### src/rtl/core/opq_ram.sv
`timescale 1ns / 1ps

// Simple dual-port synchronous RAM, one write and one registered read port
module opq_ram #(
  parameter int unsigned WIDTH = 8,
  parameter int unsigned DEPTH = 2,
  parameter int unsigned AW    = $clog2(DEPTH)
) (
  input  logic             clk_i,
  input  logic             we_i,
  input  logic [AW-1:0]    waddr_i,
  input  logic [WIDTH-1:0] wdata_i,
  input  logic             re_i,
  input  logic [AW-1:0]    raddr_i,
  output logic [WIDTH-1:0] rdata_o
);

  logic [WIDTH-1:0] mem [DEPTH];
  logic [WIDTH-1:0] rdata_q;

  // Write port
  always_ff @(posedge clk_i) begin
    if (we_i) begin
      mem[waddr_i] <= wdata_i;
    end
  end

  // Read port; data holds while no read is issued
  always_ff @(posedge clk_i) begin
    if (re_i) begin
      rdata_q <= mem[raddr_i];
    end
  end

  assign rdata_o = rdata_q;

endmodule
### config.mk
export PLATFORM = sky130hd
export DESIGN_NAME = opq_ram
export DESIGN_NICKNAME = d
export VERILOG_FILES = /design/src/rtl/core/opq_ram.sv
export SDC_FILE = /design/constraint.sdc
export NUM_CORES = 1
export LEC_CHECK = 0
export ABC_CLOCK_PERIOD_IN_PS = 1500
export BUFFER_PORTS_ARGS = -buffer_cell sky130_fd_sc_hd__buf_4
export CAP_MARGIN = 30
export CELL_PAD_IN_SITES_DETAIL_PLACEMENT = 0
export CELL_PAD_IN_SITES_GLOBAL_PLACEMENT = 1
export CORE_AREA = 2 2 47 49
export DETAILED_ROUTE_END_ITERATION = 8
export DIE_AREA = 0 0 49 51
export GPL_ROUTABILITY_DRIVEN = 0
export GPL_TIMING_DRIVEN = 0
export PLACE_DENSITY_LB_ADDON = 0.08
export REMOVE_ABC_BUFFERS = 1
export SLEW_MARGIN = 20
export SYNTH_ARGS = -nofsm -noshare
export SYNTH_HDL_FRONTEND = slang
export SYNTH_SLANG_ARGS = --single-unit
### constraint.sdc
create_clock -name clk_i -period 1.5 [get_ports clk_i]
set_input_delay 0.075 -clock clk_i [delete_from_list [all_inputs] [get_ports clk_i]]
set_output_delay 0.075 -clock clk_i [all_outputs]
set_load 0.005 [all_outputs]
# After elaboration in Yosys (flattened, before gate mapping)
# Memory sizes are Yosys's and may differ from the RTL's. A register that Yosys moved wholly into a read port is not among the register bits.
# Cells that the tools add are included.
# op_classes
mux	2
# ops
operator	count
$mux 1	2
# totals
output_inout_bits	8
memories	1
register_bits	0
wordCells	3
inputBits	13
ram_bits	16
# memory_table
memory	words	word_bits	rd	rd_ports_with_merged_regs	wr	line	source
mem	2	8	1	1	1	18	logic [WIDTH-1:0] mem [DEPTH];

# Depth between registers and ports, before layout
# depth
ltp_word	2
mapped_depth	2
depth_no_buf	1

# Least setup slack after synthesis
# Ideal clock, no wire load.
# synth_timing
path_type	input port to flip-flop
start	input port we_i
end	memory mem[0][0], enable pin
path_slack_ns	0.632
n_path_buf	0
cell_stages	1
t_required_ns	1.127
t_arrival_ns	0.495
setup_time_ns	0.373
path_cell_list	nor2b_1
# synth_between
elab_chain_cells	2
# synth_lines
element	line	source
start: declaration	10	input logic we_i,
$mux 1	23	if (we_i) begin
$mux 1 (implied by the code)	24	mem[waddr_i] <= wdata_i;
end: declaration	18	
# Every way passes these cells.

# Final worst setup path
# layout_timing
start	register rdata_q[4] (netlist: rdata_o[4]), read port of mem
end	output port rdata_o[4]
# layout_rtl
element	line	source
start: declaration	19	logic [WIDTH-1:0] rdata_q;
end: declaration	15	output logic [WIDTH-1:0] rdata_o
# No word-level cell between the ends.

==> results.json <==
{
  "dr.pass1.iters": 4,
  "post_dp_cell_area_sq_um": 1040,
  "synth-seq-cells": 24,
  "number_of_antenna_violations_at_the_first_check_in_global_routing": 0,
  "root_buffer_master": "sky130_fd_sc_hd__clkbuf_4",
  "clk_pin_slew_worst_paths_ns": 0.12,
  "setup_viol": 0,
  "tightest_slew_ns": 0.688,
  "switching_share": 0.186,
  "critical_path_arrival_ns": 0.83,
  "final_nets": 80,
  "drv_slew": 0,
  "route.detailed.vias_per_inst": 4.46,
  "tritoncts": "yes",
  "postSynth.topFlopCell": "sky130_fd_sc_hd__edfxtp_1",
  "grt_start_max_net_pins": 14,
  "worst-endpoint-required_ns": 1.42,
  "yosys-top-cells-count": "sky130_fd_sc_hd__edfxtp_1, sky130_fd_sc_hd__mux2_4, sky130_fd_sc_hd__and2_1, sky130_fd_sc_hd__buf_6, sky130_fd_sc_hd__nor2b_1",
  "asr_flop_ratio_synth": 0,
  "portBuffers": 20,
  "netlist_area_before_placement_sq_um": 865,
  "max-cap-violations": 0,
  "top_level_ports": 21,
  "total_switching_power_mw": 0.221,
  "worst_ir_drop_vdd_mv": 0.597,
  "final_cell_area_sq_um": 1140,
  "n_antenna_cell": 0,
  "clock_tree.htree_level_count": 1,
  "post-synth-top-area-fraction": 0.834,
  "clock_sink_count": 24,
  "p_int_mw": 0.969,
  "slew_headroom": 0.541,
  "final.setup_skew_ns": 0.000839,
  "static-leakage-power_nw": 0.444,
  "die_area_sq_um": 2500,
  "grt.overflow.total": 0,
  "layout-drive-gt1-share": 0.470,
  "storage_element_area_sq_um": 721,
  "final.period_utilization": 0.605,
  "multiInputGateArea_sq_um": 133,
  "critical_path.max_fanout": 1,
  "post_synth_num_cell_types": 5,
  "die_w_microns": 49,
  "grt_usage": 0.107,
  "floorplan.initialDensity": 0.419,
  "post_synth.cell_area_avg_sq_um": 24.7,
  "setup_total_negative_slack_ns": 0,
  "post_cts_resized": 0,
  "p_per_area_nw_per_um2": 1040,
  "rows": 17,
  "cts-buffers-inserted": 3,
  "startpoint_type": "flip-flop",
  "yosysWarningCount": 0,
  "layout-area-overhead-vs-synth_pct": 32.4,
  "synth_area_leaders": "sky130_fd_sc_hd__edfxtp_1, sky130_fd_sc_hd__mux2_4, sky130_fd_sc_hd__buf_6",
  "worstPathBufferInverterCount": 1,
  "clock_power_share": 0.225,
  "comb_power_share": 0.100,
  "clockBufferDepth": 2,
  "drt-initial-drc-count": 5,
  "crit_family": "flip-flops",
  "die_height_microns": 51,
  "num_vias": 419,
  "routedWlPerCell_microns": 11.9,
  "final_period_minus_worst_setup_slack_ns": 0.908,
  "critPathSlowestCell": "sky130_fd_sc_hd__edfxtp_1",
  "gate_count_after_technology_mapping": 35,
  "yosysMostFrequentCell": "sky130_fd_sc_hd__edfxtp_1",
  "synthDominantAreaCellType": "sky130_fd_sc_hd__edfxtp_1",
  "core_sq_um": 2060,
  "hold_class": "in -> reg",
  "cp_cell_sequence": "buf_4",
  "worstSetupPathType": "reg -> out",
  "synth_sequential_area_ratio": 0.834,
  "final_hold_viol_count": 0,
  "synth_enable_flop_cells": 24,
  "clock.fmax_mhz": 1100,
  "drt.antenna.violating_nets": 0,
  "route.detailed.drc": 0,
  "run_status": "finished, final reports clean",
  "postRouteWirelength_microns": 1120,
  "insertion_delay_ns": 0.30,
  "timing.critical_path.to_type": "output pin",
  "grt_pass1_wl_microns": 1960,
  "fillCellCount": 176,
  "power.sequential.fraction": 0.675,
  "slowest_delay_ns": 0.39,
  "rsz_0062_raised_after_global_routing": "false",
  "via_count_of_the_first_global_routing_pass": 487
}
==> cell families (layout without fill, tap and decap cells) <==
group / after synthesis / in the layout / synth area share
and+or+nand+nor: 2 / 2 / 0.0145
buffers and inverters: 1 / 32 / 0.0130
DFF: 24 / 24 / 0.834
muxes: 8 / 8 / 0.139
==> flip-flops by register name, indices dropped and copies added (netlist names) <==
| signal | flops |
|---|---|
| mem | 16 |
| rdata_o | 8 |
==> power groups by stage <==
stage	Clock (mW)	Sequential [mW]	Combinational, mW
after floorplan	0	0.819	0.0389
after global placement	0	0.817	0.0999
after detailed placement	0	0.821	0.105
after CTS	0.282	0.805	0.121
after global routing	0.305	0.809	0.130
final	0.268	0.804	0.119
==> layout make-up <==
| cell class | instances | area share |
|---|---|---|
| flip-flops and latches | 24 | 0.630 |
| multi-input cells | 10 | 0.116 |
| clock buffers | 3 | 0.0197 |
| well taps | 28 | 0.0306 |
| repair buffers | 28 | 0.201 |
| clock inverters | 1 | 0.00328 |
==> layout by cell type, fill, tap and decap left out <==
cell type | Yosys | layout
sky130_fd_sc_hd__dlygate4sd3_1 | 0 | 8
sky130_fd_sc_hd__buf_4 | 0 | 20
sky130_fd_sc_hd__clkinv_1 | 0 | 1
sky130_fd_sc_hd__mux2_4 | 8 | 8
sky130_fd_sc_hd__and2_1 | 1 | 1
sky130_fd_sc_hd__nor2b_1 | 1 | 1
sky130_fd_sc_hd__clkbuf_4 | 0 | 3
sky130_fd_sc_hd__edfxtp_1 | 24 | 24
==> through the flow <==
step                hold slack (ns)   util  power [mW]  setup WS, ns  std cells
global placement              0.260  0.503       0.917         0.454         82
floorplan                     0.174      -       0.857         0.632         34
detailed placement            0.264  0.503       0.925         0.389         82
global route                 0.0412  0.555        1.24         0.546         94
finish                       0.0414  0.555        1.19         0.592         94
CTS                          0.0336  0.555        1.21         0.571         94
==> what timing repair did <==
item,CTS,global route
endpoints found under the hold margin,16,0
endpoints found under the setup margin,0,0
setup buffers,0,0
hold buffers,8,0
==> final timing paths <==
| path | from | endpoint | slack (ns) | depth (start not counted) |
|---|---|---|---|---|
| worst min-delay path | re_i | rdata_o[3]$_DFFE_PP_ | 0.04 | 1 |
| worst min register to register | mem[1][2]$_DFFE_PP_ | rdata_o[2]$_DFFE_PP_ | 0.57 | 1 |
| worst max register to register | mem[1][3]$_DFFE_PP_ | rdata_o[3]$_DFFE_PP_ | 0.61 | 1 |
| worst max-delay path | rdata_o[4]$_DFFE_PP_ | rdata_o[4] | 0.59 | 1 |
==> layer usage <==
| metal | share of wire | global-route usage | vias to the layer above | wire length [microns] |
|---|---|---|---|---|
| met5 | 0 | 0 | - | 0 |
| met3 | 0.067 | 0.0205 | 2 | 75 |
| met4 | 0.0045 | 0.0571 | 0 | 5 |
| met1 | 0.37 | 0.100 | 197 | 414 |
| met2 | 0.56 | 0.217 | 19 | 624 |
| li1 | - | - | 201 | - |
Note: power is estimated with default switching activity, not from simulation.
